**config.mk**
```make
export PLATFORM = sky130hd
export DESIGN_NAME = distance_autorange_seven_segment_top
export DESIGN_NICKNAME = d
export VERILOG_FILES = /design/src/hdl/dar7seg_pkg.sv /design/src/hdl/distance_autorange_seven_segment_top.sv /design/src/hdl/dar7seg_front.sv /design/src/hdl/dar7seg_fifo.sv /design/src/hdl/dar7seg_back.sv
export SDC_FILE = /design/constraint.sdc
export NUM_CORES = 1
export LEC_CHECK = 0
export BUFFER_PORTS_ARGS = -buffer_cell sky130_fd_sc_hd__buf_2
export CORE_MARGIN = 4
export CORE_UTILIZATION = 25
export CTS_CLUSTER_DIAMETER = 150
export DETAILED_ROUTE_END_ITERATION = 10
export PLACE_DENSITY = 0.44
export SLEW_MARGIN = 0
export SYNTH_ARGS = -nofsm -noshare
export SYNTH_HDL_FRONTEND = slang
export SYNTH_HIERARCHICAL = 1
export SYNTH_SLANG_ARGS = --single-unit
```
**constraint.sdc**
```tcl
create_clock -name clk -period 7.55 [get_ports clk]
set_clock_uncertainty 0.05 [all_clocks]
set_input_delay 0.755 -clock clk [delete_from_list [all_inputs] [get_ports clk]]
set_output_delay 0.755 -clock clk [all_outputs]
set_load 0.01 [all_outputs]
```
**src/hdl/dar7seg_pkg.sv**
```systemverilog
`default_nettype none
// ----------------------------------------------------------------------------
// dar7seg_pkg: shared types, constants and the digit font
// Widths, ranging constants, reciprocal multipliers and the seven-segment
// encoding used by the distance autorange display block.
// ----------------------------------------------------------------------------
package dar7seg_pkg;

    localparam int DIST_W             = 20;
    localparam int DIG_REG_W          = 4;
    localparam int SEG_W              = 8;
    localparam int NUM_DIGITS         = 3;
    localparam int IDX_W              = 3;
    localparam int NUM_DIGIT_REGS_DEF = 8;

    localparam int QUEUE_DEPTH = 8;
    localparam int QPTR_W      = 3;
    localparam int QCNT_W      = 4;

    localparam logic [DIST_W-1:0] DIST_MAX     = 20'd999999;
    localparam logic [DIST_W-1:0] METER_MAX    = 20'd999;
    localparam logic [DIST_W-1:0] KM_HUND_MAX  = 20'd9999;
    localparam logic [DIST_W-1:0] KM_TENTH_MAX = 20'd99999;

    // Division by 10, 100 and 1000 as a multiply by a scaled reciprocal.
    // The scale factors leave an error well below one unit of the quotient
    // over each range's span of inputs.
    localparam int RECIP_W = 21;
    localparam int PROD_W  = DIST_W + RECIP_W;
    localparam int VAL_W   = 10;

    localparam logic [RECIP_W-1:0] RECIP_ONE  = 21'd1048576;
    localparam logic [RECIP_W-1:0] RECIP_10   = 21'd104858;
    localparam logic [RECIP_W-1:0] RECIP_100  = 21'd167773;
    localparam logic [RECIP_W-1:0] RECIP_1000 = 21'd1073742;

    localparam int SHIFT_20 = 20;
    localparam int SHIFT_24 = 24;
    localparam int SHIFT_30 = 30;

    // Digit split of a value below 1000.
    localparam int HMUL_W     = 16;
    localparam int HUND_RECIP = 41;
    localparam int HUND_SHIFT = 12;
    localparam int REM_W      = 7;
    localparam int TMUL_W     = 15;
    localparam int TEN_RECIP  = 205;
    localparam int TEN_SHIFT  = 11;
    localparam int DIGIT_W    = 4;

    localparam logic [SEG_W-1:0] DP_BIT = 8'b1000_0000;

    typedef enum logic [1:0] {
        RNG_M,
        RNG_KM_HUND,
        RNG_KM_TENTH,
        RNG_KM_UNIT
    } range_t;

    typedef logic [NUM_DIGITS-1:0][SEG_W-1:0] seg_bank_t;

    typedef struct packed {
        logic      valid;
        seg_bank_t seg;
    } front_item_t;

    typedef struct packed {
        logic      empty;
        seg_bank_t seg;
    } queue_head_t;

    function automatic logic [SEG_W-1:0] seg_font(input logic [DIGIT_W-1:0] d);
        logic [SEG_W-1:0] s;
        unique case (d)
            4'd0:    s = 8'b0111_1110;
            4'd1:    s = 8'b0011_0000;
            4'd2:    s = 8'b0110_1101;
            4'd3:    s = 8'b0111_1001;
            4'd4:    s = 8'b0011_0011;
            4'd5:    s = 8'b0101_1011;
            4'd6:    s = 8'b0101_1111;
            4'd7:    s = 8'b0111_0000;
            4'd8:    s = 8'b0111_1111;
            4'd9:    s = 8'b0111_1011;
            default: s = '0;
        endcase
        return s;
    endfunction

endpackage
`default_nettype wire

```
**src/hdl/distance_autorange_seven_segment_top.sv**
```systemverilog
`default_nettype none
// ----------------------------------------------------------------------------
// distance_autorange_seven_segment_top: distance to seven-segment writes
// Autoranges a distance in meters onto three digits and emits one display
// driver register write for each digit register.
// ----------------------------------------------------------------------------
// A request is taken when start is high and busy is low. Each request yields
// NUM_DIGIT_REGS writes on consecutive cycles, addresses 1 upward, each shown
// for one cycle with strobe high and last_frame marking the final one; the
// receiver cannot stall them. The first write comes out through, in order,
// the first ranging stage, which loads on the edge that takes the request,
// five more ranging and digit stages, the queue, the writer's digit-set
// register and the output register. Requests may come every cycle until up
// to eight are outstanding; the sustained rate is set by the writer, which
// emits one register write per cycle and NUM_DIGIT_REGS writes per request.
module distance_autorange_seven_segment_top
    import dar7seg_pkg::*;
#(
    parameter int NUM_DIGIT_REGS = NUM_DIGIT_REGS_DEF
)
(
    input  wire logic                 clk,
    input  wire logic                 rst_n,
    input  wire logic                 start,
    output logic                      busy,
    input  wire logic [DIST_W-1:0]    distance_m,
    output logic                      strobe,
    output logic [DIG_REG_W-1:0]      digit_register,
    output logic [SEG_W-1:0]          segment_byte,
    output logic                      last_frame
);

    logic              accept;
    logic              pop;
    front_item_t       item;
    queue_head_t       head;
    logic [QCNT_W-1:0] pending_reg, pending_next;

    // Requests in the pipeline or queue; bounded by the queue depth so the
    // front never has to stall.
    assign busy   = (pending_reg == QCNT_W'(QUEUE_DEPTH));
    assign accept = start && !busy;

    always_comb
    begin
        pending_next = pending_reg + QCNT_W'(accept) - QCNT_W'(pop);
    end

    always_ff @(posedge clk or negedge rst_n)
    begin
        if (!rst_n)
        begin
            pending_reg <= '0;
        end
        else
        begin
            pending_reg <= pending_next;
        end
    end

    dar7seg_front u_front (
        .clk        (clk),
        .rst_n      (rst_n),
        .accept     (accept),
        .distance_m (distance_m),
        .item       (item)
    );

    dar7seg_fifo u_fifo (
        .clk       (clk),
        .rst_n     (rst_n),
        .push_item (item),
        .pop       (pop),
        .head      (head)
    );

    dar7seg_back #(
        .NUM_DIGIT_REGS (NUM_DIGIT_REGS)
    ) u_back (
        .clk            (clk),
        .rst_n          (rst_n),
        .head           (head),
        .pop            (pop),
        .strobe         (strobe),
        .digit_register (digit_register),
        .segment_byte   (segment_byte),
        .last_frame     (last_frame)
    );

endmodule
`default_nettype wire

```
**src/hdl/dar7seg_front.sv**
```systemverilog
`default_nettype none
// ----------------------------------------------------------------------------
// dar7seg_front: ranging and digit extraction pipeline
// Saturates and classifies each distance, scales it by a reciprocal multiply,
// splits the result into three digits and encodes them with decimal point.
// ----------------------------------------------------------------------------
module dar7seg_front
    import dar7seg_pkg::*;
(
    input  wire logic              clk,
    input  wire logic              rst_n,
    input  wire logic              accept,
    input  wire logic [DIST_W-1:0] distance_m,
    output front_item_t            item
);

    localparam int STAGES = 6;

    logic [STAGES-1:0] vld_reg, vld_next;

    logic [DIST_W-1:0]  s1_d_reg;
    range_t             s1_rng_reg, s2_rng_reg, s3_rng_reg, s4_rng_reg, s5_rng_reg, s6_rng_reg;
    logic [PROD_W-1:0]  s2_prod_reg;
    logic [VAL_W-1:0]   s3_v_reg, s4_v_reg;
    logic [DIGIT_W-1:0] s4_h_reg, s5_h_reg, s6_h_reg, s6_t_reg;
    logic [REM_W-1:0]   s5_rem_reg, s6_rem_reg;

    logic [DIST_W-1:0]  d_sat;
    range_t             rng;
    logic [RECIP_W-1:0] recip;
    logic [PROD_W-1:0]  prod;
    logic [VAL_W-1:0]   v;
    logic [HMUL_W-1:0]  hmul;
    logic [VAL_W-1:0]   rem_full;
    logic [TMUL_W-1:0]  tmul;
    logic [REM_W-1:0]   units_full;
    logic [DIGIT_W-1:0] units;

    always_comb
    begin
        d_sat = (distance_m > DIST_MAX) ? DIST_MAX : distance_m;
        priority if (d_sat <= METER_MAX)
            rng = RNG_M;
        else if (d_sat <= KM_HUND_MAX)
            rng = RNG_KM_HUND;
        else if (d_sat <= KM_TENTH_MAX)
            rng = RNG_KM_TENTH;
        else
            rng = RNG_KM_UNIT;
    end

    always_comb
    begin
        unique case (s1_rng_reg)
            RNG_M:        recip = RECIP_ONE;
            RNG_KM_HUND:  recip = RECIP_10;
            RNG_KM_TENTH: recip = RECIP_100;
            RNG_KM_UNIT:  recip = RECIP_1000;
            default:      recip = RECIP_ONE;
        endcase
        prod = PROD_W'(s1_d_reg) * PROD_W'(recip);
    end

    always_comb
    begin
        unique case (s2_rng_reg)
            RNG_M:        v = VAL_W'(s2_prod_reg >> SHIFT_20);
            RNG_KM_HUND:  v = VAL_W'(s2_prod_reg >> SHIFT_20);
            RNG_KM_TENTH: v = VAL_W'(s2_prod_reg >> SHIFT_24);
            RNG_KM_UNIT:  v = VAL_W'(s2_prod_reg >> SHIFT_30);
            default:      v = '0;
        endcase
    end

    assign hmul       = HMUL_W'(s3_v_reg) * HMUL_W'(HUND_RECIP);
    assign rem_full   = s4_v_reg - VAL_W'(s4_h_reg) * VAL_W'(100);
    assign tmul       = TMUL_W'(s5_rem_reg) * TMUL_W'(TEN_RECIP);
    assign units_full = s6_rem_reg - REM_W'(s6_t_reg) * REM_W'(10);
    assign units      = units_full[DIGIT_W-1:0];

    assign vld_next = {vld_reg[STAGES-2:0], accept};

    always_ff @(posedge clk or negedge rst_n)
    begin
        if (!rst_n)
        begin
            vld_reg <= '0;
        end
        else
        begin
            vld_reg <= vld_next;
        end
    end

    always_ff @(posedge clk)
    begin
        s1_d_reg    <= d_sat;
        s1_rng_reg  <= rng;
        s2_prod_reg <= prod;
        s2_rng_reg  <= s1_rng_reg;
        s3_v_reg    <= v;
        s3_rng_reg  <= s2_rng_reg;
        s4_v_reg    <= s3_v_reg;
        s4_h_reg    <= DIGIT_W'(hmul >> HUND_SHIFT);
        s4_rng_reg  <= s3_rng_reg;
        s5_rem_reg  <= rem_full[REM_W-1:0];
        s5_h_reg    <= s4_h_reg;
        s5_rng_reg  <= s4_rng_reg;
        s6_rem_reg  <= s5_rem_reg;
        s6_t_reg    <= DIGIT_W'(tmul >> TEN_SHIFT);
        s6_h_reg    <= s5_h_reg;
        s6_rng_reg  <= s5_rng_reg;
    end

    always_comb
    begin
        item.valid  = vld_reg[STAGES-1];
        item.seg[0] = seg_font(s6_h_reg) | ((s6_rng_reg == RNG_KM_HUND) ? DP_BIT : '0);
        item.seg[1] = seg_font(s6_t_reg) | ((s6_rng_reg == RNG_KM_TENTH) ? DP_BIT : '0);
        item.seg[2] = seg_font(units) | ((s6_rng_reg == RNG_KM_UNIT) ? DP_BIT : '0);
    end

endmodule
`default_nettype wire

```
**src/hdl/dar7seg_fifo.sv**
```systemverilog
`default_nettype none
// ----------------------------------------------------------------------------
// dar7seg_fifo: queue of encoded digit sets
// Holds finished digit sets between the ranging pipeline and the writer.
// ----------------------------------------------------------------------------
module dar7seg_fifo
    import dar7seg_pkg::*;
(
    input  wire logic         clk,
    input  wire logic         rst_n,
    input  wire front_item_t  push_item,
    input  wire logic         pop,
    output queue_head_t       head
);

    seg_bank_t         mem [QUEUE_DEPTH];
    logic [QPTR_W-1:0] wr_ptr_reg, wr_ptr_next;
    logic [QPTR_W-1:0] rd_ptr_reg, rd_ptr_next;
    logic [QCNT_W-1:0] count_reg, count_next;
    logic              push;
    logic              do_pop;

    assign push   = push_item.valid;
    assign do_pop = pop && (count_reg != '0);

    always_comb
    begin
        wr_ptr_next = push ? wr_ptr_reg + QPTR_W'(1) : wr_ptr_reg;
        rd_ptr_next = do_pop ? rd_ptr_reg + QPTR_W'(1) : rd_ptr_reg;
        count_next  = count_reg + QCNT_W'(push) - QCNT_W'(do_pop);
    end

    always_ff @(posedge clk or negedge rst_n)
    begin
        if (!rst_n)
        begin
            wr_ptr_reg <= '0;
            rd_ptr_reg <= '0;
            count_reg  <= '0;
        end
        else
        begin
            wr_ptr_reg <= wr_ptr_next;
            rd_ptr_reg <= rd_ptr_next;
            count_reg  <= count_next;
        end
    end

    always_ff @(posedge clk)
    begin
        if (push)
        begin
            mem[wr_ptr_reg] <= push_item.seg;
        end
    end

    assign head.empty = (count_reg == '0);
    assign head.seg   = mem[rd_ptr_reg];

    // The top level's request credit must keep the queue from overflowing.
    a_no_overflow: assert property (@(posedge clk) disable iff (!rst_n)
        push |-> (count_reg != QCNT_W'(QUEUE_DEPTH)))
        else $error("digit set pushed into a full queue");

    a_no_underflow: assert property (@(posedge clk) disable iff (!rst_n)
        pop |-> (count_reg != '0))
        else $error("pop requested from an empty queue");

    a_count_bound: assert property (@(posedge clk) disable iff (!rst_n)
        count_reg <= QCNT_W'(QUEUE_DEPTH))
        else $error("queue count beyond its depth");

endmodule
`default_nettype wire

```
**src/hdl/dar7seg_back.sv**
```systemverilog
`default_nettype none
// ----------------------------------------------------------------------------
// dar7seg_back: display register writer
// Takes one digit set from the queue and emits one register write per
// digit register, one per cycle, moving straight on to a queued next set.
// ----------------------------------------------------------------------------
module dar7seg_back
    import dar7seg_pkg::*;
#(
    parameter int NUM_DIGIT_REGS = NUM_DIGIT_REGS_DEF
)
(
    input  wire logic                 clk,
    input  wire logic                 rst_n,
    input  wire queue_head_t          head,
    output logic                      pop,
    output logic                      strobe,
    output logic [DIG_REG_W-1:0]      digit_register,
    output logic [SEG_W-1:0]          segment_byte,
    output logic                      last_frame
);

    localparam logic [IDX_W-1:0] LAST_IDX = IDX_W'(NUM_DIGIT_REGS - 1);

    logic                 active_reg, active_next;
    logic [IDX_W-1:0]     idx_reg, idx_next;
    seg_bank_t            cur_reg, cur_next;
    logic                 strobe_reg, strobe_next;
    logic [DIG_REG_W-1:0] digit_register_reg, digit_register_next;
    logic [SEG_W-1:0]     segment_byte_reg, segment_byte_next;
    logic                 last_frame_reg, last_frame_next;
    logic                 at_last;

    assign at_last = active_reg && (idx_reg == LAST_IDX);
    assign pop     = (!active_reg || at_last) && !head.empty;

    always_comb
    begin
        active_next = active_reg;
        idx_next    = idx_reg;
        cur_next    = cur_reg;
        if (pop)
        begin
            active_next = 1'b1;
            idx_next    = '0;
            cur_next    = head.seg;
        end
        else if (at_last)
        begin
            active_next = 1'b0;
        end
        else if (active_reg)
        begin
            idx_next = idx_reg + IDX_W'(1);
        end

        strobe_next         = active_reg;
        digit_register_next = DIG_REG_W'(idx_reg) + DIG_REG_W'(1);
        last_frame_next     = at_last;
        if (idx_reg < IDX_W'(NUM_DIGITS))
            segment_byte_next = cur_reg[idx_reg[1:0]];
        else
            segment_byte_next = '0;
    end

    always_ff @(posedge clk or negedge rst_n)
    begin
        if (!rst_n)
        begin
            active_reg <= 1'b0;
            idx_reg    <= '0;
            strobe_reg <= 1'b0;
        end
        else
        begin
            active_reg <= active_next;
            idx_reg    <= idx_next;
            strobe_reg <= strobe_next;
        end
    end

    always_ff @(posedge clk)
    begin
        cur_reg            <= cur_next;
        digit_register_reg <= digit_register_next;
        segment_byte_reg   <= segment_byte_next;
        last_frame_reg     <= last_frame_next;
    end

    assign strobe         = strobe_reg;
    assign digit_register = digit_register_reg;
    assign segment_byte   = segment_byte_reg;
    assign last_frame     = last_frame_reg;

    // Within a run the register addresses climb by one with no gap.
    a_run_sequence: assert property (@(posedge clk) disable iff (!rst_n)
        strobe && !last_frame |=>
            strobe && (digit_register == $past(digit_register) + DIG_REG_W'(1)))
        else $error("register write run broken or out of order");

    a_last_address: assert property (@(posedge clk) disable iff (!rst_n)
        strobe && last_frame |-> (digit_register == DIG_REG_W'(NUM_DIGIT_REGS)))
        else $error("final write not on the last digit register");

    a_blank_unused: assert property (@(posedge clk) disable iff (!rst_n)
        strobe && (digit_register > DIG_REG_W'(NUM_DIGITS)) |-> (segment_byte == '0))
        else $error("unused digit register written with segments lit");

endmodule
`default_nettype wire

```
Word-level counts from Yosys, hierarchy flattened. Memory sizes are Yosys's and may differ from the RTL's. A register that Yosys moved wholly into a read port is not among the register bits. Index checks and enable logic that the tools add are counted.

Memories kept: 4. Bits in latches: 0. Bits in writable memories: 192. Bits in read-only memories: 336. Bits in registers: 150.

Memories: u_fifo.mem (words 8, bits a word 24, read ports 1, clocked after memory_dff 1, write ports 1, RTL line dar7seg_fifo.sv:16) `seg_bank_t mem [QUEUE_DEPTH];`; (name not given) (words 16, bits a word 7, read ports 1, clocked after memory_dff 1, write ports 0, RTL line dar7seg_pkg.sv:74) `unique case (d)`; (name not given) (words 16, bits a word 7, read ports 1, clocked after memory_dff 1, write ports 0, RTL line dar7seg_pkg.sv:74); (name not given) (words 16, bits a word 7, read ports 1, clocked after memory_dff 0, write ports 0, RTL line dar7seg_pkg.sv:74).

Mux-type cells: 17. Divide/modulo/power cells: 0. Reduce and logical (&&, ||, !) cells: 17. Add/sub/neg operators: 10. Multiply operators: 5. Equal/unequal tests: 12. Order comparisons: 6. Shifts and indexed selects: 0. Bitwise gates (word level): 3.

Operator list (number): one-hot mux 21 bit (4 select lines) (1); multiplier 20 x 21 -> 40 bit (1); 2-to-1 mux 8 bit (4); one-hot mux 10 bit (3 select lines) (1); OR 8 bit (3); greater-than comparator 20 bit (second input constant) (1); less-or-equal comparator 20 x 10 -> 1 bit (second input constant) (1); less-or-equal comparator 20 x 14 -> 1 bit (second input constant) (1); less-or-equal comparator 20 x 17 -> 1 bit (second input constant) (1); 2-to-1 mux 20 bit (1); binary-select mux 8 bit (select 2 bit) (1); multiplier 10 x 6 -> 16 bit (second input constant) (1); multiplier 7 x 8 -> 15 bit (second input constant) (1); equality test 2 bit (second input constant) (6); adder 3 x 1 -> 3 bit (second input constant) (3); 2-to-1 mux 3 bit (3); adder 4 x 1 -> 4 bit (2); subtractor 4 x 1 -> 4 bit (2); subtractor 7 bit (1); equality test 2 x 1 -> 1 bit (second input constant) (3); 2-to-1 mux 1 bit (6); multiplier 4 x 5 -> 5 bit (second input constant) (1); adder 3 x 1 -> 4 bit (second input constant) (1); equality test 4 bit (second input constant) (1); 15 further kinds (23).

Depth between registers and ports, before layout.
Depth in word-level cells: 6. Mapped depth: 31. Depth with buffers taken out: 29.

Hierarchy. The synthesis kept the hierarchy.

Modules (own cells, without submodules): dar7seg_front (area each 16039.1 um^2, times used 1, cells each 1621); dar7seg_fifo (area each 7817.5 um^2, times used 1, cells each 333); dar7seg_back (area each 1516.5 um^2, times used 1, cells each 95); distance_autorange_seven_segment_top (area each 255.2 um^2, times used 1, cells each 23).

Worst setup path after synthesis. OpenSTA, ideal clock, no wires.

Path type: register to register. From: register u_front.s1_rng_reg[0]. To: register u_front.s2_prod_reg[39]. Data required time: 7.380 ns. Path buffers: 3. Slack: 0.016 ns. Setup time: 0.120 ns. Arrival time: 7.365 ns. Cell stages (with the launch flop): 28. Cells stage by stage: dfxtp_1 -> clkbuf_1 -> inv_1 -> ha_1 -> clkbuf_1 -> clkbuf_1 -> nand2_1 -> fa_1 -> inv_1 -> fa_1 -> inv_1 -> fa_1 -> inv_1 -> fa_1 -> fa_1 -> fa_1 -> inv_1 -> fa_1 -> inv_1 -> ha_1 -> nand2_1 -> nor3_1 -> o211ai_1 -> and3_1 -> a2111oi_2 -> or2_1 -> o21ai_0 -> a211o_1.

Longest elaborated chain between the ends: 3. Elaborated cells on any way between the ends: 6. Those cells by class: mul (1); eq/ne (3); mux (1); reduce/logical (1).

Ends and longest elaborated chain: start, declared (RTL line dar7seg_front.sv:22) `range_t s1_rng_reg, s2_rng_reg, s3_rng_reg, s4_rng_reg, s5_rng_reg, s6_rng_reg;`; start signal, assigned (RTL line dar7seg_front.sv:98) `s1_rng_reg <= rng;`; equality test 2 bit (tied with other cells) (RTL line dar7seg_front.sv:54) `unique case (s1_rng_reg)`; one-hot mux 21 bit (4 select lines) * (RTL line dar7seg_front.sv:54); multiplier 20 x 21 -> 40 bit * (RTL line dar7seg_front.sv:61) `prod = PROD_W'(s1_d_reg) * PROD_W'(recip);`; net u_front.prod[39] (RTL line dar7seg_front.sv:31) `logic [PROD_W-1:0] prod;`; end signal, assigned (RTL line dar7seg_front.sv:99) `s2_prod_reg <= prod;`; end, declared (RTL line dar7seg_front.sv:23) `logic [PROD_W-1:0] s2_prod_reg;`.

The timed path passes the listed nets; every way through them passes the cells marked *. The select of a mux whose other input is x is not followed. A chain may end at the register's enable or synchronous reset.

Worst setup path after layout.
From: register u_front.s1_rng_reg[1]. To: register u_front.s2_prod_reg[34].

Same word-level chain as after synthesis.

==> impl_metrics.ini <==
[final_layout]
num-nets-final = 2738
n_antenna_cell = 0
largest_register_ffs = 192
final_cell_area_mm2 = 0.0290
syn_to_final_growth_pct = 13.1
n_fill_cell = 10500
final_core_util = 0.285
layout-drive-gt1-share = 0.122

[clock_network]
clk_latency_ps = 580
h-tree-depth = 2
cts_root_buf = clkbuf_16
cts_buffers = 39
cts.clk_slew.worst_paths_ps = 60
clock_sinks = 359
cts_hold_buffers = 0
cts_tree = done
cts_buffer_depth = 3

[worst_setup_path]
crit_type = reg -> reg
critical-path-top-delay-family = adder cells
cp_slowest_cell = fa_1
timing.rr.start = u_front/s1_rng_reg[1]$_SDFF_PP0_
cp.required_ps = 7970
cpPeakStageDelay_ps = 560
critPathMaxFanout = 6
crit_buf_inv = 6
crit_cells = 27
ff2ff_path_depth = 27
cp-end-kind = register
worst_setup_path_start_kind = register
arrival_ps = 7600
crit_start = u_front/s1_rng_reg[1]$_SDFF_PP0_

[floorplanning]
core_area_mm2 = 0.102
die_area_mm2 = 0.108
die_h_um = 328
die_width_um = 328
start_util = 0.252
ios = 38
std_cell_rows = 117

[yosys]
synth_top_cell_area_share = 0.253
ys_types = 63
ys_async_sr_fraction = 0.0696
synth_edf_count = 216
ys.flop_type = edfxtp_1
yosys_warnings = 6
synth.avg_cell_area_um2 = 12.4
synth_cells = 2072
synthTopCellsByArea = edfxtp_1, fa_1, ha_1
synth_seq_area_share = 0.370
synth_seq_cells = 359
netlist_area_mm2 = 0.0256
synth_top_area_cell = edfxtp_1
syn_nets = 2671

[drt]
detail_route.wl_per_cell_um = 16.6
drt_iter0_markers = 545
route.detailed.drc = 0
vias = 14400
ant_nets = 0
routed_wl_um = 58700
routed_via_density = 4.07
dr.pass1.iters = 5

[timing]
slew_viol_final = 0
maxSlewHeadroom = 0.264
hold_viol_final = 0
setup_viol = 0
worst_pin_slew_ps = 1100
fmax_mhz = 139
rsz0062_at_grt = false
finalCriticalPeriod_ps = 7180
finalCritPeriodShare = 0.951

[placed_design]
post_dp_cell_area_mm2 = 0.0276
place_hpwl_um = 45900
portBuffers = 37
place.gp.congestion = 0.882

[global_route]
grt_util_all_layers = 0.112
grt_max_degree = 51
grt_overflow_total = 0
grt_pass1_vias = 16100
grt_first_pass_wirelength_um = 93200
antenna_found_initial = 1

[flow_run]
cap_violations = 0

[status]
outcome = finished, final reports clean

[hold_path]
hold_class = in -> async
[metrics by stage]
step | TNS (ps) | hold WS [ps] | setup WS (ps) | cells
2_1_floorplan | 0 | 260 | 15.8 | 2072
3_3_place_gp | 0 | 263 | 85.5 | 3465
3_5_place_dp | -42.5 | 263 | -42.5 | 3465
4_1_cts | 0 | 92.8 | 93.1 | 3536
5_1_grt | 0 | 141 | 15.9 | 3537
6_report | 0 | 116 | 370 | 3537
[placed cells by master, fill, tap and decap left out, drive strengths merged, types with 4 or more instances in the layout]
master / synthesis / layout
mux2: 34 / 34
nor3: 11 / 11
xnor2: 42 / 42
o211ai: 6 / 6
nand3: 11 / 11
o221ai: 4 / 4
nand2b: 25 / 25
o22ai: 7 / 7
o21ai: 23 / 23
ha: 291 / 291
bufinv: 0 / 5
and3: 5 / 5
edfxtp: 216 / 216
a21oi: 52 / 52
a21o: 22 / 22
clkinv: 1 / 11
mux2i: 10 / 10
xor2: 18 / 18
a31oi: 5 / 5
nand2: 121 / 121
nor2: 33 / 33
and2: 52 / 52
mux4: 48 / 48
nand3b: 8 / 8
dfxtp: 118 / 118
inv: 466 / 470
nor2b: 40 / 40
o21bai: 6 / 6
fa: 285 / 285
buf: 17 / 72
nand4: 6 / 6
clkbuf: 29 / 51
dfrtp: 25 / 25
[path summary, 6_finish.rpt]
| check | endpoint | slack (ps) |
|---|---|---|
| worst min register to register | u_front/s5_rem_reg[1]$_DFF_P_ | 260 |
| min in group clk | u_front/s1_d_reg[19]$_DFF_P_ | 250 |
| worst max-delay path | u_front/s2_prod_reg[34]$_DFF_P_ | 370 |
| max in group asynchronous | u_fifo/rd_ptr_reg[0]$_DFFE_PN0P_ | 6910 |
| worst min-delay path | u_back/idx_reg[2]$_DFFE_PN0P_ | 120 |
| worst max register to register | u_front/s2_prod_reg[34]$_DFF_P_ | 370 |
[area by class of cell]
cell class,instances,area (µm²),share of cell area
Sequential cell,359,9480,0.327
Timing Repair Buffer,72,448,0.0154
Inverter,467,1750,0.0605
Multi-Input combinational cell,1200,14200,0.491
Tap cell,1368,1710,0.0590
Clock inverter,20,294,0.0101
Clock buffer,51,1070,0.0369
[cells in the mapped netlist (all sizes together), types with 7 or more instances]
cell	instances
a21o	22
a21oi	52
and2	52
buf	17
clkbuf	29
dfrtp	25
dfxtp	118
edfxtp	216
fa	285
ha	291
inv	466
mux2	34
mux2i	10
mux4	48
nand2	121
nand2b	25
nand3	11
nand3b	8
nor2	33
nor2b	40
nor3	11
o21ai	23
o22ai	7
xnor2	42
xor2	18
[per-layer routing]
layer,global-route usage,vias up,share of wire,routed length [µm]
met5,0,-,0,0
met4,0.0321,0,0.027,1570
met3,0.0185,83,0.041,2400
met2,0.197,227,0.50,29100
met1,0.141,7216,0.44,25600
li1,-,6869,-,-
[logic make-up (layout without fill, tap and decap cells)]
family | Yosys count | after routing | synth area share
buf+inv | 513 | 610 | 0.0779
mux | 92 | 92 | 0.0637
simple gates | 326 | 326 | 0.0648
flops | 359 | 359 | 0.370
xor+xnor | 60 | 60 | 0.0205
fa+ha+maj | 576 | 576 | 0.365
compound gates | 146 | 146 | 0.0388
[what timing repair did]
action	4_1_cts	5_1_grt
buffers inserted	0	1
endpoints found under the setup margin	5	10
gates resized for setup	3	14
pin swaps	0	4
Power is left out: the tool's default activity adds up to more than one toggle a clock period on the data nets, which glitch-free logic cannot reach.
